`src/rtl/assert_macros.svh`:
```
// ----------------------------------------------------------------------------
// assert_macros.svh
// Concurrent assertion helpers shared by the RTL.
// ----------------------------------------------------------------------------
`ifndef ASSERT_MACROS_SVH
`define ASSERT_MACROS_SVH

// Checked on every rising edge outside reset (active-low synchronous reset).
`define ASSERT_CLK_RST(lbl, clk, rst_n, prop, msg) \
    lbl: assert property (@(posedge clk) disable iff (!(rst_n)) (prop)) else $error(msg);

// Checked on every rising edge, reset included.
`define ASSERT_CLK(lbl, clk, prop, msg) \
    lbl: assert property (@(posedge clk) (prop)) else $error(msg);

`endif

```
`src/rtl/uer_pkg.sv`:
```
`timescale 1ns / 1ps
// ----------------------------------------------------------------------------
// uer_pkg
// Types and constants of the ultrasonic echo ranger.
// ----------------------------------------------------------------------------
package uer_pkg;

    localparam int STAMP_BITS_DEF = 16;

    localparam int CFG_INDEX_BITS = 2;
    localparam int CFG_DATA_BITS  = 16;

    localparam logic [7:0]  TRIGGER_TICKS_RST = 8'd10;
    localparam logic [9:0]  SETTLE_TICKS_RST  = 10'd100;
    localparam logic [15:0] PHASE_LIMIT_RST   = 16'd30000;
    localparam logic [15:0] TOTAL_LIMIT_RST   = 16'd60000;

    // 58 = 2 * 29: halve, then divide by 29 with a reciprocal
    localparam int CM_DIV_ODD      = 29;
    localparam int CM_DIV_ODD_LOG2 = 5;

    localparam logic [15:0] TIMEOUT_CODE = 16'hFFFF;
    localparam logic [15:0] DIST_SAT     = 16'hFFFE;
    localparam logic [15:0] COUNT_MAX    = 16'hFFFF;

    typedef enum logic [2:0] {
        PH_IDLE,
        PH_TRIG,
        PH_SETTLE,
        PH_RISE,
        PH_FALL
    } t_phase;

    typedef enum logic [CFG_INDEX_BITS-1:0] {
        CFG_TRIGGER_TICKS,
        CFG_SETTLE_TICKS,
        CFG_PHASE_LIMIT,
        CFG_TOTAL_LIMIT
    } t_cfg_idx;

endpackage

```
`src/rtl/uer_in_if.sv`:
```
`timescale 1ns / 1ps
// ----------------------------------------------------------------------------
// uer_in_if
// Tick request channel: start request and sampled echo level.
// ----------------------------------------------------------------------------
interface uer_in_if;
    logic valid;
    logic ready;
    logic start_req;
    logic echo;

    modport source (output valid, output start_req, output echo, input ready);
    modport sink   (input valid, input start_req, input echo, output ready);
endinterface

```
`src/rtl/uer_out_if.sv`:
```
`timescale 1ns / 1ps
// ----------------------------------------------------------------------------
// uer_out_if
// Tick result channel: trigger level, completion and distance.
// ----------------------------------------------------------------------------
interface uer_out_if;
    logic        valid;
    logic        ready;
    logic        trig;
    logic        done_res;
    logic        timed_out;
    logic [15:0] distance_cm;

    modport source (output valid, output trig, output done_res, output timed_out,
                    output distance_cm, input ready);
    modport sink   (input valid, input trig, input done_res, input timed_out,
                    input distance_cm, output ready);
endinterface

```
`src/rtl/ultrasonic_echo_ranger.sv`:
```
`timescale 1ns / 1ps
// ----------------------------------------------------------------------------
// ultrasonic_echo_ranger
// Echo-pulse ranging sequencer: trigger, settle, edge stamps, width / 58 cm.
// ----------------------------------------------------------------------------
//  channel  | dir | request payload
//  ---------+-----+-------------------------------------------------
//  i_req    | in  | start_req, echo             (one per us tick)
//  o_res    | out | trig, done_res, timed_out, distance_cm
//  i_cfg_*  | in  | write enable, index, data   (no handshake)
//
//  One request per cycle while not stalled; each result is registered through
//  input reg -> sequencer reg -> divide-by-58 multiply -> output reg.
//  The whole pipe advances together; a waiting result with o_res.ready low
//  holds every stage.
//  Synchronous active-low reset: idle phase, empty pipe, default config.
// ----------------------------------------------------------------------------
`include "assert_macros.svh"

module ultrasonic_echo_ranger #(
    parameter int STAMP_BITS = uer_pkg::STAMP_BITS_DEF
) (
    input  logic                                i_clk,
    input  logic                                i_rst_n,
    uer_in_if.sink                              i_req,
    uer_out_if.source                           o_res,
    input  logic                                i_cfg_wr_en,
    input  logic [uer_pkg::CFG_INDEX_BITS-1:0]  i_cfg_index,
    input  logic [uer_pkg::CFG_DATA_BITS-1:0]   i_cfg_data
);

    localparam int HALF_BITS = STAMP_BITS - 1;
    localparam int PROD_BITS = HALF_BITS + STAMP_BITS;
    localparam int Q_SHIFT   = HALF_BITS + uer_pkg::CM_DIV_ODD_LOG2;
    localparam logic [63:0] RECIP_FULL =
        ((64'd1 << Q_SHIFT) / 64'(uer_pkg::CM_DIV_ODD)) + 64'd1;
    localparam logic [STAMP_BITS-1:0] RECIP = RECIP_FULL[STAMP_BITS-1:0];

    // configuration
    logic [7:0]  r_trigger_ticks;
    logic [9:0]  r_settle_ticks;
    logic [15:0] r_phase_limit;
    logic [15:0] r_total_limit;

    // stage A: input register
    logic r_a_vld;
    logic r_a_start;
    logic r_a_echo;

    // sequencer state
    uer_pkg::t_phase        r_phase, n_phase;
    logic [15:0]            r_phase_count, n_phase_count;
    logic [STAMP_BITS-1:0]  r_elapsed, n_elapsed;
    logic                   r_echo_prev;
    logic [STAMP_BITS-1:0]  r_rise_stamp, n_rise_stamp;

    // stage B
    logic                   r_b_vld;
    logic                   r_b_trig, n_b_trig;
    logic                   r_b_done, n_b_done;
    logic                   r_b_tmo, n_b_tmo;
    logic [STAMP_BITS-1:0]  r_b_width, n_b_width;

    // stage C: output register
    logic        r_c_vld;
    logic        r_c_trig;
    logic        r_c_done;
    logic        r_c_tmo;
    logic [15:0] r_c_dist, n_c_dist;

    logic                   adv;
    logic [STAMP_BITS-1:0]  elapsed_inc;
    logic [15:0]            cnt_inc;
    logic [15:0]            cnt_sat;
    logic                   start_end;
    logic                   trig_end;
    logic                   settle_end;
    logic                   over_total;
    logic                   lim_hit;
    logic                   rise_edge;
    logic                   fall_edge;
    logic [HALF_BITS-1:0]   half_width;
    logic [PROD_BITS-1:0]   prod;
    logic [31:0]            quot;

    assign adv         = !r_c_vld || o_res.ready;
    assign i_req.ready = adv;

    always_ff @(posedge i_clk) begin
        if (!i_rst_n) begin
            r_trigger_ticks <= uer_pkg::TRIGGER_TICKS_RST;
            r_settle_ticks  <= uer_pkg::SETTLE_TICKS_RST;
            r_phase_limit   <= uer_pkg::PHASE_LIMIT_RST;
            r_total_limit   <= uer_pkg::TOTAL_LIMIT_RST;
        end else if (i_cfg_wr_en) begin
            unique case (uer_pkg::t_cfg_idx'(i_cfg_index))
                uer_pkg::CFG_TRIGGER_TICKS: r_trigger_ticks <= i_cfg_data[7:0];
                uer_pkg::CFG_SETTLE_TICKS:  r_settle_ticks  <= i_cfg_data[9:0];
                uer_pkg::CFG_PHASE_LIMIT:   r_phase_limit   <= i_cfg_data[15:0];
                uer_pkg::CFG_TOTAL_LIMIT:   r_total_limit   <= i_cfg_data[15:0];
                default: ;
            endcase
        end
    end

    always_ff @(posedge i_clk) begin
        if (!i_rst_n) begin
            r_a_vld <= 1'b0;
        end else if (adv) begin
            r_a_vld <= i_req.valid;
        end
    end

    always_ff @(posedge i_clk) begin
        if (adv) begin
            r_a_start <= i_req.start_req;
            r_a_echo  <= i_req.echo;
        end
    end

    // shared terms
    assign elapsed_inc = r_elapsed + {{(STAMP_BITS-1){1'b0}}, 1'b1};
    assign cnt_inc     = r_phase_count + 16'd1;
    assign cnt_sat     = (r_phase_count == uer_pkg::COUNT_MAX) ? r_phase_count : cnt_inc;
    assign start_end   = (16'd1 >= {8'd0, r_trigger_ticks});
    assign trig_end    = (cnt_inc >= {8'd0, r_trigger_ticks});
    assign settle_end  = (cnt_inc >= {6'd0, r_settle_ticks});
    assign over_total  = (32'(elapsed_inc) > 32'(r_total_limit));
    assign lim_hit     = over_total || (cnt_sat >= r_phase_limit);
    assign rise_edge   = r_a_echo && !r_echo_prev;
    assign fall_edge   = !r_a_echo && r_echo_prev;

    // next phase
    always_comb begin
        n_phase = r_phase;
        unique case (r_phase)
            uer_pkg::PH_IDLE: begin
                if (r_a_start) begin
                    n_phase = start_end ? uer_pkg::PH_SETTLE : uer_pkg::PH_TRIG;
                end
            end
            uer_pkg::PH_TRIG: begin
                if (trig_end) begin
                    n_phase = uer_pkg::PH_SETTLE;
                end
            end
            uer_pkg::PH_SETTLE: begin
                if (settle_end) begin
                    n_phase = uer_pkg::PH_RISE;
                end
            end
            uer_pkg::PH_RISE: begin
                if (rise_edge) begin
                    n_phase = uer_pkg::PH_FALL;
                end else if (lim_hit) begin
                    n_phase = uer_pkg::PH_IDLE;
                end
            end
            uer_pkg::PH_FALL: begin
                if (fall_edge || lim_hit) begin
                    n_phase = uer_pkg::PH_IDLE;
                end
            end
            default: n_phase = uer_pkg::PH_IDLE;
        endcase
    end

    // counters, stamps and per-tick flags
    always_comb begin
        n_phase_count = r_phase_count;
        n_elapsed     = elapsed_inc;
        n_rise_stamp  = r_rise_stamp;
        n_b_trig      = 1'b0;
        n_b_done      = 1'b0;
        n_b_tmo       = 1'b0;
        n_b_width     = '0;
        unique case (r_phase)
            uer_pkg::PH_IDLE: begin
                n_elapsed = r_elapsed;
                if (r_a_start) begin
                    n_elapsed     = '0;
                    n_b_trig      = 1'b1;
                    n_phase_count = start_end ? 16'd0 : 16'd1;
                end
            end
            uer_pkg::PH_TRIG: begin
                n_b_trig      = 1'b1;
                n_phase_count = trig_end ? 16'd0 : cnt_inc;
            end
            uer_pkg::PH_SETTLE: begin
                n_phase_count = settle_end ? 16'd0 : cnt_inc;
            end
            uer_pkg::PH_RISE: begin
                if (rise_edge) begin
                    n_rise_stamp  = elapsed_inc;
                    n_phase_count = 16'd0;
                end else begin
                    n_phase_count = cnt_sat;
                    n_b_done      = lim_hit;
                    n_b_tmo       = lim_hit;
                end
            end
            uer_pkg::PH_FALL: begin
                if (fall_edge) begin
                    n_b_done  = 1'b1;
                    n_b_width = elapsed_inc - r_rise_stamp;
                end else begin
                    n_phase_count = cnt_sat;
                    n_b_done      = lim_hit;
                    n_b_tmo       = lim_hit;
                end
            end
            default: ;
        endcase
    end

    always_ff @(posedge i_clk) begin
        if (!i_rst_n) begin
            r_phase       <= uer_pkg::PH_IDLE;
            r_phase_count <= '0;
            r_elapsed     <= '0;
            r_echo_prev   <= 1'b0;
            r_rise_stamp  <= '0;
            r_b_vld       <= 1'b0;
        end else if (adv) begin
            r_b_vld <= r_a_vld;
            if (r_a_vld) begin
                r_phase       <= n_phase;
                r_phase_count <= n_phase_count;
                r_elapsed     <= n_elapsed;
                r_echo_prev   <= r_a_echo;
                r_rise_stamp  <= n_rise_stamp;
            end
        end
    end

    always_ff @(posedge i_clk) begin
        if (adv) begin
            r_b_trig  <= n_b_trig;
            r_b_done  <= n_b_done;
            r_b_tmo   <= n_b_tmo;
            r_b_width <= n_b_width;
        end
    end

    // width / 58 = (width / 2) / 29 by reciprocal multiply
    assign half_width = r_b_width[STAMP_BITS-1:1];
    assign prod       = PROD_BITS'(half_width) * PROD_BITS'(RECIP);
    assign quot       = 32'(prod >> Q_SHIFT);

    always_comb begin
        if (r_b_tmo) begin
            n_c_dist = uer_pkg::TIMEOUT_CODE;
        end else if (!r_b_done) begin
            n_c_dist = '0;
        end else if (quot > 32'(uer_pkg::DIST_SAT)) begin
            n_c_dist = uer_pkg::DIST_SAT;
        end else begin
            n_c_dist = quot[15:0];
        end
    end

    always_ff @(posedge i_clk) begin
        if (!i_rst_n) begin
            r_c_vld <= 1'b0;
        end else if (adv) begin
            r_c_vld <= r_b_vld;
        end
    end

    always_ff @(posedge i_clk) begin
        if (adv) begin
            r_c_trig <= r_b_trig;
            r_c_done <= r_b_done;
            r_c_tmo  <= r_b_tmo;
            r_c_dist <= n_c_dist;
        end
    end

    assign o_res.valid       = r_c_vld;
    assign o_res.trig        = r_c_trig;
    assign o_res.done_res    = r_c_done;
    assign o_res.timed_out   = r_c_tmo;
    assign o_res.distance_cm = r_c_dist;

    `ASSERT_CLK_RST(a_tmo_code, i_clk, i_rst_n, (r_c_vld && r_c_tmo) |-> (r_c_done && r_c_dist == uer_pkg::TIMEOUT_CODE), "timeout result without done or timeout code")
    `ASSERT_CLK_RST(a_dist_idle, i_clk, i_rst_n, (r_c_vld && !r_c_done) |-> (r_c_dist == '0), "distance set on a tick without completion")
    `ASSERT_CLK_RST(a_done_to_idle, i_clk, i_rst_n, (adv && r_a_vld && n_b_done) |=> (r_phase == uer_pkg::PH_IDLE), "sequencer not idle after completion")
    `ASSERT_CLK(a_reset_empty, i_clk, !i_rst_n |=> (!r_a_vld && !r_b_vld && !r_c_vld), "pipe not empty after reset")

endmodule
```
`src/flat_wrapper.sv`:
```
// flat-port wrapper written by rule: the top's interface ports become plain ports
module ultrasonic_echo_ranger_flat 
#(
    parameter int STAMP_BITS = uer_pkg::STAMP_BITS_DEF
)
  (i_clk, i_rst_n, i_cfg_wr_en, i_cfg_index, i_cfg_data, i_req_valid, i_req_start_req, i_req_echo, i_req_ready, o_res_valid, o_res_trig, o_res_done_res, o_res_timed_out, o_res_distance_cm, o_res_ready);
  uer_in_if i_req_i ();
  uer_out_if o_res_i ();
  input  logic i_clk;
  input  logic i_rst_n;
  input  logic i_cfg_wr_en;
  input  logic [uer_pkg::CFG_INDEX_BITS-1:0] i_cfg_index;
  input  logic [uer_pkg::CFG_DATA_BITS-1:0] i_cfg_data;
  input wire logic [$bits(i_req_i.valid)-1:0] i_req_valid;
  input wire logic [$bits(i_req_i.start_req)-1:0] i_req_start_req;
  input wire logic [$bits(i_req_i.echo)-1:0] i_req_echo;
  output wire logic [$bits(i_req_i.ready)-1:0] i_req_ready;
  output wire logic [$bits(o_res_i.valid)-1:0] o_res_valid;
  output wire logic [$bits(o_res_i.trig)-1:0] o_res_trig;
  output wire logic [$bits(o_res_i.done_res)-1:0] o_res_done_res;
  output wire logic [$bits(o_res_i.timed_out)-1:0] o_res_timed_out;
  output wire logic [$bits(o_res_i.distance_cm)-1:0] o_res_distance_cm;
  input wire logic [$bits(o_res_i.ready)-1:0] o_res_ready;
  assign i_req_i.valid = i_req_valid;
  assign i_req_i.start_req = i_req_start_req;
  assign i_req_i.echo = i_req_echo;
  assign i_req_ready = i_req_i.ready;
  assign o_res_valid = o_res_i.valid;
  assign o_res_trig = o_res_i.trig;
  assign o_res_done_res = o_res_i.done_res;
  assign o_res_timed_out = o_res_i.timed_out;
  assign o_res_distance_cm = o_res_i.distance_cm;
  assign o_res_i.ready = o_res_ready;
  ultrasonic_echo_ranger #(.STAMP_BITS(STAMP_BITS)) u_core (.i_clk(i_clk), .i_rst_n(i_rst_n), .i_req(i_req_i), .o_res(o_res_i), .i_cfg_wr_en(i_cfg_wr_en), .i_cfg_index(i_cfg_index), .i_cfg_data(i_cfg_data));
endmodule
```
`config.mk`:
```
export PLATFORM = sky130hd
export DESIGN_NAME = ultrasonic_echo_ranger_flat
export DESIGN_NICKNAME = d
export VERILOG_FILES = /design/src/rtl/uer_pkg.sv /design/src/rtl/uer_in_if.sv /design/src/rtl/uer_out_if.sv /design/src/rtl/ultrasonic_echo_ranger.sv /design/src/flat_wrapper.sv
export VERILOG_INCLUDE_DIRS = /design/src /design/src/rtl
export SDC_FILE = /design/constraint.sdc
export NUM_CORES = 1
export LEC_CHECK = 0
export BUFFER_PORTS_ARGS = -buffer_cell sky130_fd_sc_hd__buf_2
export CELL_PAD_IN_SITES_DETAIL_PLACEMENT = 1
export CELL_PAD_IN_SITES_GLOBAL_PLACEMENT = 2
export CORE_ASPECT_RATIO = 0.9
export CORE_MARGIN = 8
export CORE_UTILIZATION = 40
export CTS_CLUSTER_SIZE = 16
export DETAILED_ROUTE_END_ITERATION = 7
export PLACE_DENSITY = 0.88
export SLEW_MARGIN = 40
export SYNTH_ARGS = -nofsm -noshare
export SYNTH_HDL_FRONTEND = slang
export SYNTH_SLANG_ARGS = --single-unit
```
`constraint.sdc`:
```
create_clock -name i_clk -period 8.1 [get_ports i_clk]
set_input_delay 0.81 -clock i_clk [delete_from_list [all_inputs] [get_ports i_clk]]
set_output_delay 0.81 -clock i_clk [all_outputs]
set_load 0.01 [all_outputs]
```
* Word-level counts from Yosys, hierarchy flattened
Cells that the tools add are included.
** Cells by class
- Add/subtract/negate cells :: 3
- Multiply operators :: 1
- Order comparisons :: 6
- Reductions and logical operators :: 21
- Equal/unequal tests :: 14
- Mux-type cells :: 27
** Operators by type and width (number)
- $mux W16 :: 10
- $pmux W16 S5 :: 1
- $add A16 B1 Y16 const B :: 2
- $mul A15 B15 Y30 const B :: 1
- $mux W3 :: 6
- $eq A16 B16 Y1 const B :: 1
- $ge A16 B10 Y1 :: 1
- $ge A16 B16 Y1 :: 1
- $ge A16 B8 Y1 :: 1
- $gt A11 B16 Y1 const B :: 1
- $gt A16 B16 Y1 :: 1
- $sub A16 B16 Y16 :: 1
- $pmux W3 S5 :: 1
- $reduce_and A2 Y1 :: 6
- $ge A1 B8 Y1 const A :: 1
- $ne A2 B1 Y1 const B :: 4
- $reduce_and A7 Y1 :: 1
- $eq A3 B2 Y1 const B :: 2
- $pmux W1 S2 :: 3
- $mux W1 :: 5
- $reduce_and A5 Y1 :: 1
- $reduce_bool A5 Y1 :: 1
- $eq A2 B2 Y1 const B :: 2
- $reduce_and A4 Y1 :: 1
- other kinds (12) :: 17
** Storage, ports and cells
- Input port bits :: 25
- Flip-flop bits (word level) :: 145
- Word-level logic and storage cells :: 94
- Output and inout bits :: 21

* Longest topological paths before layout
Gate-level depths: netlist (run 1).
- Depth in word-level cells :: 7
- Depth in mapped cells :: 21
- Depth with buffers taken out :: 21

* Worst setup path after synthesis (run 1)
Ideal clock, no wire load.
- Path type :: register -> register
- Start point :: register u_core.r_b_width[13]
- End point :: register u_core.r_c_dist[9] (netlist: u_core.o_res.distance_cm[9]), data pin
- Library setup time :: 261 ps
- Cell stages (with the launch flop) :: 20
- Path slack :: 2345 ps
- Period minus slack after synthesis :: 5755 ps
- Data arrival time :: 5494 ps
- Path buffers :: 0
- Cells stage by stage :: edfxtp_1 -> fa_1 -> inv_1 -> fa_1 -> inv_1 -> fa_1 -> fa_1 -> fa_1 -> inv_1 -> fa_1 -> inv_1 -> ha_1 -> o21ai_0 -> a211oi_1 -> a31o_2 -> a31oi_1 -> a211o_1 -> a21boi_0 -> nor4_1 -> a311o_1
** Between the ends
- Longest elaborated chain between the ends :: 4
** RTL lines
- start: declaration :: line ultrasonic_echo_ranger.sv:62 : logic [STAMP_BITS-1:0] r_b_width, n_b_width;
- start signal: assignment :: line ultrasonic_echo_ranger.sv:242 : r_b_width <= n_b_width;
- $mul A15 B15 Y30 (*) :: line ultrasonic_echo_ranger.sv:248 : assign prod = PROD_BITS'(half_width) * PROD_BITS'(RECIP);
- $gt A11 B16 Y1 :: line ultrasonic_echo_ranger.sv:256 : end else if (quot > 32'(uer_pkg::DIST_SAT)) begin
- $mux W16 (*) :: line ultrasonic_echo_ranger.sv:256
- $mux W16 (*) :: line ultrasonic_echo_ranger.sv:254 : end else if (!r_b_done) begin
- end signal: assignment :: line ultrasonic_echo_ranger.sv:276 : r_c_dist <= n_c_dist;
- end: declaration :: line ultrasonic_echo_ranger.sv:69 : logic [15:0] r_c_dist, n_c_dist;
Every way passes the cells marked *; elsewhere a longest branch is shown, timed or not.
A chain may end at the register's enable or synchronous reset.

* Final worst setup path (run 1)
Ends and elaborated chain as after synthesis.

==> results of run 1 <==
registers in the layout, indices dropped and copies added, names as in the netlist, 3 cells and up:
signal,flops
u_core.o_res.distance_cm,12
u_core.r_b_width,15
u_core.r_elapsed,16
u_core.r_phase,3
u_core.r_phase_count,16
u_core.r_phase_limit,16
u_core.r_rise_stamp,16
u_core.r_settle_ticks,10
u_core.r_total_limit,16
u_core.r_trigger_ticks,8
cell families (layout without fill, tap and decap cells):
| logic type | after synthesis | after routing | share of synthesized area [%] |
|---|---|---|---|
| AND/OR/NAND/NOR | 369 | 369 | 14.7 |
| adder cells (fa/ha/maj) | 259 | 259 | 31.8 |
| AO/OA/AOI/OAI | 258 | 258 | 14.3 |
| buffers and inverters | 257 | 298 | 8.29 |
| flip-flops | 140 | 140 | 26.2 |
| XOR/XNOR | 46 | 46 | 3.35 |
| multiplexers | 15 | 15 | 1.26 |
worst max-delay path, cell delays in order, from the launching register on:
cell,delay [ns]
edfxtp_1,0.54
fa_1,0.60
inv_1,0.06
fa_1,0.48
inv_1,0.05
fa_1,0.51
fa_1,0.44
fa_1,0.55
inv_1,0.06
fa_1,0.52
inv_1,0.04
ha_1,0.29
o21ai_0,0.31
a211oi_1,0.11
a31o_2,0.26
a31oi_1,0.33
a211o_1,0.25
a21boi_0,0.13
a311o_1,0.38
cell usage in the layout (no fill, tap or decap), drive strengths merged, types with 4 or more instances in the layout:
| cell | count |
|---|---|
| nor2 | 110 |
| nor4 | 8 |
| nand2 | 119 |
| o211ai | 25 |
| nand2b | 18 |
| o21ai | 46 |
| and2 | 6 |
| fa | 78 |
| a2111oi | 4 |
| or3 | 7 |
| o31ai | 8 |
| ha | 181 |
| nand4 | 14 |
| o21a | 8 |
| a21o | 18 |
| a31oi | 9 |
| nor2b | 7 |
| a31o | 5 |
| xnor2 | 22 |
| mux2i | 14 |
| xor2 | 24 |
| a211oi | 16 |
| bufinv | 6 |
| a21oi | 74 |
| inv | 217 |
| nand3 | 25 |
| nor3 | 22 |
| dfxtp | 105 |
| buf | 51 |
| and3 | 13 |
| a22oi | 16 |
| a2bb2oi | 6 |
| edfxtp | 35 |
| clkbuf | 20 |
| and4 | 4 |
routing by layer:
layer	track usage, %	wire, µm	vias to the layer above
met2	30.5	15300	135
met5	0	0	-
met1	26.2	16500	4696
met3	2.84	959	35
met4	4.98	486	0
li1	-	-	4632
area by class of cell:
| type | count | share of cell area [%] |
|---|---|---|
| multi-input cells | 947 | 59.3 |
| well taps | 403 | 3.79 |
| repair buffers | 51 | 2.06 |
| clock buffers | 20 | 3.44 |
| inverters | 215 | 6.06 |
| clock inverters | 12 | 1.74 |
| flip-flops and latches | 140 | 23.7 |
power by group:
group	total, mW	switching [mW]	internal (mW)
Sequential	0.750	0.0169	0.734
Combinational	0.223	0.138	0.0842
Clock	0.940	0.340	0.600
Total	1.91	0.496	1.42
per-stage QoR:
step | power (mW) | utilization (%) | setup slack, ns | hold WS, ns
5_1_grt | 1.99 | 44.8 | 1.58 | 0.451
3_3_place_gp | 0.976 | 42.4 | 2.06 | 0.428
4_1_cts | 1.93 | 44.8 | 1.92 | 0.434
6_report | 1.91 | 44.8 | 1.91 | 0.440
2_1_floorplan | 0.915 | - | 2.35 | 0.400
3_5_place_dp | 0.985 | 42.4 | 1.92 | 0.406
worst paths after layout:
path,end,depth (start not counted),slack (ns)
max,u_core.o_res.distance_cm[9]$_SDFFCE_PP1N_,18,1.91
min,u_core.o_res.trig$_DFFE_PN_,0,0.44
max reg2reg,u_core.o_res.distance_cm[9]$_SDFFCE_PP1N_,18,1.91
min reg2reg,u_core.o_res.trig$_DFFE_PN_,0,0.44
==> flow_metrics.env, run 1 <==
export IMPL_relSlewSlack_pct=45.5
export IMPL_grt_total_usage_pct=19.0
export IMPL_overflow=0
export IMPL_htree_levels=4
export IMPL_n_antenna_cell=0
export IMPL_vias=9498
export IMPL_hold_start="u_core.r_b_trig$_DFFE_PN_"
export IMPL_core_area_um2=29700
export IMPL_grt_max_degree=75
export IMPL_final_seq_area_um2=3150
export IMPL_async_flop_share_pct=0
export IMPL_setup_tns_ns=0
export IMPL_yosys_area_top_type="ha_1"
export IMPL_dr_pass1_iters=4
export IMPL_initial_utilization_pct=40.4
export IMPL_die_h_um=180
export IMPL_layout_drive_gt1_share_pct=7.80
export IMPL_yosysMostFrequentCell="inv_1"
export IMPL_timing_rr_start="u_core.r_b_width[13]$_SDFFCE_PN0N_"
export IMPL_synth_main_ff_cell="dfxtp_1"
export IMPL_path_class="reg -> reg"
export IMPL_worst_skew_pair_late_latency_ns=0.44
export IMPL_fin_crit_ns=6.19
export IMPL_drtIter0Drc=423
export IMPL_maxCapViolCount=0
export IMPL_power_per_cell_area_nw_per_um2=144
export IMPL_leakagePower_nw=6.43
export IMPL_cts_root_buf="clkbuf_16"
export IMPL_via_per_inst=5.31
export IMPL_ios=46
export IMPL_yosysWarningCount=0
export IMPL_numCtsBuffers=17
export IMPL_status="completed"
export IMPL_synth_top_cells_by_area="ha_1, dfxtp_1, fa_1"
export IMPL_syn_to_final_growth_pct=10.8
export IMPL_grt_pass1_wl_um=53800
export IMPL_finish_instance_area_um2=13300
export IMPL_rows=60
export IMPL_finalNonFillerCells=1788
export IMPL_critPathLaunchType="flop"
export IMPL_placedInstanceArea_um2=12600
export IMPL_wirelength_um=33200
export IMPL_placed_cells=1756
export IMPL_port_buffers=45
export IMPL_post_dp_hpwl_um=25500
export IMPL_place_congestion=0.863
export IMPL_worst_endpoint_arrival_ns=6.38
export IMPL_die_x_um=199
export IMPL_worst_clock_skew_ns=0.0109
export IMPL_post_drt_wl_per_cell_um=18.5
export IMPL_synth_cell_types=74
export IMPL_holdBufCountCts=0
export IMPL_netlist_top_cells_count="inv_1, ha_1, nand2_1, nor2_1, dfxtp_1"
export IMPL_fmax_mhz=162
export IMPL_dieArea_um2=35900
export IMPL_synth_area_um2=12000
export IMPL_cts_sinks=140
export IMPL_drt_antenna_violating_nets=0
export IMPL_worstSetupEndpointType="flop"
export IMPL_multi_input_area_um2=7890
export IMPL_synth_edf_count=35
export IMPL_finalHoldViolations=0
export IMPL_cts_resized_gates=0
export IMPL_crit_fanout=7
export IMPL_drc=0
export IMPL_irDropWorstVdd_mv=0.149
export IMPL_n_fill_cell=3515
export IMPL_synth_seq_area_share_pct=26.2
export IMPL_synth_top_area_share_pct=18.8
export IMPL_path_clk_slew_ns=0.06
export IMPL_postSynthAreaPerCell_um2=8.94
export IMPL_drv_slew=0
export IMPL_worst_pin_slew_ns=0.810
export IMPL_cts_tree="done"
export IMPL_post_cts_buffers=0
export IMPL_synth_cells=1344
export IMPL_worstPathRequired_ns=8.29
export IMPL_grt_pass1_vias=10000
export IMPL_finalCritPeriodShare_pct=76.4
export IMPL_setup_viol=0
export IMPL_synth_seq_cells=140
export IMPL_grt_setup_unrepaired="false"
export IMPL_synth_nets=1628
export IMPL_hold_class="reg -> reg"
export IMPL_grt_antenna_before_repair=0
export IMPL_nets=1656
export IMPL_startpoint="u_core.r_b_width[13]$_SDFFCE_PN0N_"
export IMPL_clk_path_buf_depth=2
Note: power is estimated with default switching activity, not from simulation.
==> run 2: changes to the inputs <==
--- a/config.mk
+++ b/config.mk
@@ -11,10 +11,10 @@
 export CELL_PAD_IN_SITES_GLOBAL_PLACEMENT = 2
 export CORE_ASPECT_RATIO = 0.9
 export CORE_MARGIN = 8
-export CORE_UTILIZATION = 40
+export CORE_UTILIZATION = 36
 export CTS_CLUSTER_SIZE = 16
 export DETAILED_ROUTE_END_ITERATION = 7
-export PLACE_DENSITY = 0.88
+export PLACE_DENSITY = 0.84
 export SLEW_MARGIN = 40
 export SYNTH_ARGS = -nofsm -noshare
 export SYNTH_HDL_FRONTEND = slang
==> constraint.sdc (replaced) <==
create_clock -name i_clk -period 5.6 [get_ports i_clk]
set_input_delay 0.56 -clock i_clk [delete_from_list [all_inputs] [get_ports i_clk]]
set_output_delay 0.56 -clock i_clk [all_outputs]
set_load 0.01 [all_outputs]
==> run 2 against run 1 <==
Effect of this change:
- largest cell class unchanged
- worst setup slack worse by 2.1 ns
- the run now ends with setup timing left
- clock power increased by 15%
- critical path depth increased by 2
- design area increased by 2.8%
- cell count grew 3.5%
- sequential power rose by 44%
- combinational power is 65% higher
- register-to-register slack worse by 2.1 ns
==> flow_metrics.env, run 2 (synthesis gave the netlist of run 1 again) <==
export IMPL_status="finished, violations left"
export IMPL_violations="setup timing"
export IMPL_hold_class="in -> reg"
export IMPL_p_int_mw=1.83
export IMPL_holdWs_ns=0.304
export IMPL_critPathLaunchType="flop"
export IMPL_irDropWorstVdd_mv=0.226
export IMPL_rr_worst_depth=20
export IMPL_fin_crit_ns=5.82
export IMPL_n_antenna_cell=0
export IMPL_cp_depth=20
export IMPL_cts_tree="done"
export IMPL_worst_pin_slew_ns=0.775
export IMPL_initial_utilization_pct=36.5
export IMPL_crit_fanout=4
export IMPL_finalHoldViolations=0
export IMPL_dieArea_um2=39500
export IMPL_startpoint="u_core.r_b_width[13]$_SDFFCE_PN0N_"
export IMPL_grt_pass1_wl_um=54100
export IMPL_dp_slack_ns=-0.357
export IMPL_path_clk_slew_ns=0.07
export IMPL_die_x_um=209
export IMPL_path_class="reg -> reg"
export IMPL_power_total_mw=2.53
export IMPL_cp_slowest_cell="fa_1"
export IMPL_timing_rr_end="u_core.o_res.distance_cm[9]$_SDFFCE_PP1N_"
export IMPL_timing_rr_start="u_core.r_b_width[13]$_SDFFCE_PN0N_"
export IMPL_pwr_share_seq_pct=42.7
export IMPL_overflow=0
export IMPL_crit_top_cell="fa_1"
export IMPL_dr_pass1_iters=5
export IMPL_power_per_cell_area_nw_per_um2=185
export IMPL_htree_levels=4
export IMPL_worst_endpoint_arrival_ns=6.01
export IMPL_nets=1700
export IMPL_leakagePower_nw=6.60
export IMPL_drc=0
export IMPL_wirelength_um=33400
export IMPL_grt_antenna_before_repair=0
export IMPL_setup_tns_ns=-1.00
export IMPL_clk_path_buf_depth=2
export IMPL_grt_setup_unrepaired="true"
export IMPL_sw_frac_of_total_pct=27.9
export IMPL_post_drt_wl_per_cell_um=18.0
export IMPL_cts_root_buf="clkbuf_16"
export IMPL_grt_pass1_vias=10100
export IMPL_via_per_inst=5.21
export IMPL_core_area_um2=32900
export IMPL_n_fill_cell=3881
export IMPL_port_buffers=45
export IMPL_worstPathRequired_ns=5.79
export IMPL_relSlewSlack_pct=48.2
export IMPL_grt_max_degree=59
export IMPL_final_common_cell="inv_1"
export IMPL_rows=63
export IMPL_worstSetupEndpointType="flop"
export IMPL_numCtsBuffers=17
export IMPL_maxCapViolCount=0
export IMPL_comb_power_share_pct=14.5
export IMPL_fmax_mhz=172
export IMPL_drv_slew=0
export IMPL_post_dp_hpwl_um=26500
export IMPL_reg2reg_slack_ns=-0.22
export IMPL_cp_cell_sequence="buf_4, ha_1, inv_1, fa_1, inv_1, fa_1, fa_1, fa_1, inv_1, fa_1, inv_1, ha_1, o21ai_4, a211oi_4, a31o_2, a31oi_4, a211o_1, a21boi_2, nor4_2, a311o_1"
export IMPL_max_stage_delay_ns=0.55
export IMPL_netSwitchingPower_uw=707
export IMPL_grt_total_usage_pct=17.1
export IMPL_setup_ws_ns=-0.215
export IMPL_finalCritPeriodShare_pct=104
export IMPL_die_h_um=189
export IMPL_post_route_util_pct=41.6
export IMPL_syn_to_final_growth_pct=14.0
export IMPL_worst_skew_pair_late_latency_ns=0.44
export IMPL_endpoint="u_core.o_res.distance_cm[9]$_SDFFCE_PP1N_"
export IMPL_ios=46
export IMPL_vias=9637
export IMPL_hold_path_depth=1
export IMPL_cp_buffers_inverters=5
export IMPL_cp_top_family="adder cells"
export IMPL_setup_viol=8
export IMPL_worst_clock_skew_ns=0.0114
export IMPL_drt_antenna_violating_nets=0
export IMPL_p_clk_share_pct=42.8
export IMPL_drtIter0Drc=373
export IMPL_layout_drive_gt1_share_pct=12.2
export IMPL_place_congestion=0.853
export IMPL_final_cell_mix="inv_1, ha_1, nand2_1"
export IMPL_cts_sinks=140
==> run 2: changes by cell type in the layout (fill, tap and decap cells not counted), sizes merged <==
cell,before,now
buf,51,95
bufinv,6,1
clkinv,3,8
clkinvlp,1,2
inv,217,216
==> run 2: per-stage QoR <==
step	instances	cell area [µm²]
after floorplan	1344	12100
after global placement	1811	13000
after detailed placement	1811	13000
after CTS	1849	13600
after global routing	1851	13700
final	1851	13700
==> run 2: final cells by class <==
class | instances | area (µm²) | share of cell area, %
clock buffers | 20 | 447 | 3.26
repair buffers | 95 | 621 | 4.53
well taps | 422 | 528 | 3.86
clock inverters | 12 | 98.8 | 0.722
multi-input cells | 947 | 8040 | 58.7
inverters | 215 | 807 | 5.89
flip-flops and latches | 140 | 3150 | 23.0
==> run 2: repair_timing <==
item,4_1_cts,5_1_grt
hold buffers,0,0
pin swaps,17,2
endpoints found under the setup margin,10,11
setup buffers,6,2
gates resized for setup,16,12
==> run 2: power groups by stage <==
stage / Clock, mW / Combinational [mW] / Sequential (mW)
final: 1.08 / 0.367 / 1.08
after global routing: 1.15 / 0.418 / 1.08
after CTS: 1.11 / 0.362 / 1.08
after detailed placement: 0 / 0.348 / 1.10
after global placement: 0 / 0.330 / 1.10
after floorplan: 0 / 0.227 / 1.10
==> run 2: worst min path at each step <==
stage | startpoint | end | slack, ns
after floorplan | u_core.r_b_trig$_DFFE_PN_ | u_core.o_res.trig$_DFFE_PN_ | 0.40
after global placement | u_core.r_b_trig$_DFFE_PN_ | u_core.o_res.trig$_DFFE_PN_ | 0.42
after detailed placement | u_core.r_b_trig$_DFFE_PN_ | u_core.o_res.trig$_DFFE_PN_ | 0.41
after CTS | i_req_start_req | u_core.r_a_start$_DFFE_PN_ | 0.29
after global routing | i_req_echo | u_core.r_a_echo$_DFFE_PN_ | 0.29
final | i_req_start_req | u_core.r_a_start$_DFFE_PN_ | 0.30
==> run 2: per-layer routing <==
metal	part of all wire (%)	track usage, %	vias up	wire (µm)
met4	1.5	4.52	0	514
met1	51	23.4	4754	16900
met2	45	27.6	129	14900
li1	-	-	4715	-
met3	3.3	2.84	39	1110
met5	0	0	-	0
==> run 2: worst register-to-register path: stages (launching register included) <==
cell      delay (ns)
edfxtp_1        0.47
buf_4           0.20
ha_1            0.29
inv_1           0.07
fa_1            0.55
inv_1           0.06
fa_1            0.52
fa_1            0.45
fa_1            0.55
inv_1           0.05
fa_1            0.53
inv_1           0.04
ha_1            0.33
o21ai_4         0.09
a211oi_4        0.27
a31o_2          0.22
a31oi_4         0.05
a211o_1         0.33
a21boi_2        0.20
nor4_2          0.05
a311o_1         0.27
==> run 3: changes to the inputs <==
--- a/config.mk
+++ b/config.mk
@@ -15,6 +15,7 @@
 export CTS_CLUSTER_SIZE = 16
 export DETAILED_ROUTE_END_ITERATION = 7
 export PLACE_DENSITY = 0.84
+export SKIP_CTS_REPAIR_TIMING = 1
 export SLEW_MARGIN = 40
 export SYNTH_ARGS = -nofsm -noshare
 export SYNTH_HDL_FRONTEND = slang
==> run 3 against run 2 <==
Effect of this change:
- non-clock buffer count up 1
- highest routed layer unchanged
- the flow still finishes with violations (setup timing)
- largest cell class unchanged
- combinational power rose by 2%
- maximum frequency grew 1.2%
- clock power hardly changed
- worst setup slack better by 0.069 ns
- clock skew hardly changed
- critical path type unchanged
- die area unchanged
==> flow_metrics.env, run 3 (synthesis gave the netlist of run 1 again) <==
export IMPL_status="finished, violations left"
export IMPL_placed_cells=1811
export IMPL_worst_clock_skew_ns=0.0114
export IMPL_worst_endpoint_arrival_ns=5.94
export IMPL_ios=46
export IMPL_finalNonFillerCells=1852
export IMPL_startpoint="u_core.r_b_width[14]$_SDFFCE_PN0N_"
export IMPL_nets=1701
export IMPL_grt_setup_unrepaired="true"
export IMPL_port_buffers=45
export IMPL_violations="setup timing"
export IMPL_syn_to_final_growth_pct=14.3
export IMPL_grt_pass1_vias=10100
export IMPL_worstSetupEndpointType="flop"
export IMPL_htree_levels=4
export IMPL_worst_pin_slew_ns=0.774
export IMPL_worstPathRequired_ns=5.79
export IMPL_cts_tree="done"
export IMPL_grt_total_usage_pct=16.9
export IMPL_cts_sinks=140
export IMPL_layout_drive_gt1_share_pct=12.4
export IMPL_max_stage_delay_ns=0.53
export IMPL_finalHoldViolations=0
export IMPL_cp_slowest_cell="fa_1"
export IMPL_reg2reg_slack_ns=-0.15
export IMPL_rr_worst_depth=20
export IMPL_drt_antenna_violating_nets=0
export IMPL_min_to="u_core.r_a_start$_DFFE_PN_"
export IMPL_worst_skew_pair_late_latency_ns=0.44
export IMPL_fin_crit_ns=5.75
export IMPL_final_cell_mix="inv_1, ha_1, nand2_1"
export IMPL_cts_root_buf="clkbuf_16"
export IMPL_crit_top_cell="fa_1"
export IMPL_timing_rr_start="u_core.r_b_width[14]$_SDFFCE_PN0N_"
export IMPL_grt_max_degree=59
export IMPL_post_dp_hpwl_um=26500
export IMPL_grt_antenna_before_repair=0
export IMPL_numCtsBuffers=17
export IMPL_setup_ws_ns=-0.147
export IMPL_leakagePower_nw=6.60
export IMPL_die_h_um=189
export IMPL_core_area_um2=32900
export IMPL_wirelength_um=33500
export IMPL_dieArea_um2=39500
export IMPL_path_clk_slew_ns=0.06
export IMPL_initial_utilization_pct=36.5
export IMPL_hold_class="in -> reg"
export IMPL_hold_start="i_req_start_req"
export IMPL_final_common_cell="inv_1"
export IMPL_vias=9650
export IMPL_finalCritPeriodShare_pct=103
export IMPL_rows=63
export IMPL_n_fill_cell=3869
export IMPL_die_x_um=209
export IMPL_drtIter0Drc=377
export IMPL_post_route_util_pct=41.7
export IMPL_drv_slew=0
export IMPL_dr_pass1_iters=5
export IMPL_place_congestion=0.853
export IMPL_hold_path_depth=1
export IMPL_maxCapViolCount=0
export IMPL_path_class="reg -> reg"
export IMPL_overflow=0
export IMPL_drc=0
export IMPL_crit_fanout=4
export IMPL_timing_rr_end="u_core.o_res.distance_cm[10]$_SDFFCE_PP1N_"
export IMPL_post_drt_wl_per_cell_um=18.1
export IMPL_dp_slack_ns=-0.357
export IMPL_cp_cell_sequence="buf_6, fa_1, inv_1, fa_2, inv_1, fa_1, fa_2, fa_1, inv_1, fa_1, inv_2, ha_4, a211oi_1, o21ai_1, a31o_2, a31oi_4, a211o_1, a31oi_1, xor2_1, a21o_1"
export IMPL_setup_viol=4
export IMPL_clk_path_buf_depth=2
export IMPL_grt_pass1_wl_um=53700
export IMPL_relSlewSlack_pct=48.2
export IMPL_via_per_inst=5.21
export IMPL_fmax_mhz=174
export IMPL_critPathLaunchType="flop"
export IMPL_n_antenna_cell=0
export IMPL_irDropWorstVdd_mv=0.225
export IMPL_power_per_cell_area_nw_per_um2=185
export IMPL_holdWs_ns=0.301
run 3: changes by cell type in the layout (fill, tap and decap cells not counted), sizes merged:
cell and change:
buf +1
run 3: critical path, delay by kind of cell, from the launching register on:
kind / cells / cell delay, ns
compound gates: 7 / 1.35
xor+xnor: 1 / 0.17
fa+ha+maj: 7 / 3.14
buf+inv: 5 / 0.38
flops: 1 / 0.48
run 3: stage by stage:
step	total power [mW]	cell area (µm²)	TNS, ns
finish	2.54	13700	-0.429
global route	2.66	13700	-2.59
detailed placement	1.45	13000	-1.86
CTS	2.54	13500	-1.91
floorplan	1.33	12100	0
global placement	1.43	13000	-0.687
run 3: worst max-delay path by stage:
stage	to	slack [ns]
finish	u_core.o_res.distance_cm[10]$_SDFFCE_PP1N_	-0.15
global route	u_core.o_res.distance_cm[9]$_SDFFCE_PP1N_	-0.38
CTS	u_core.o_res.distance_cm[6]$_SDFFCE_PP1N_	-0.37
detailed placement	u_core.o_res.distance_cm[6]$_SDFFCE_PP1N_	-0.36
global placement	u_core.o_res.distance_cm[6]$_SDFFCE_PP1N_	-0.20
floorplan	u_core.o_res.distance_cm[9]$_SDFFCE_PP1N_	0.0009
run 3: power by group:
| group | internal [mW] | leakage (nW) | switching (mW) |
|---|---|---|---|
| registers | 1.06 | 1.27 | 0.0197 |
| logic | 0.150 | 5.06 | 0.223 |
| clock network | 0.618 | 0.270 | 0.463 |
| total | 1.83 | 6.60 | 0.706 |
run 3: layout make-up:
type | count | area, µm² | share of cell area [%]
multi-input cells | 947 | 8080 | 58.8
flip-flops and latches | 140 | 3150 | 23.0
inverters | 215 | 807 | 5.88
repair buffers | 96 | 624 | 4.55
well taps | 422 | 528 | 3.84
clock buffers | 20 | 447 | 3.25
clock inverters | 12 | 98.8 | 0.720
run 3: routing by layer:
metal  GRT usage, %  part of all wire [%]
met2           27.1                    45
met5              0                     0
met1           23.3                    50
met3           2.84                   3.5
met4           4.82                   1.4
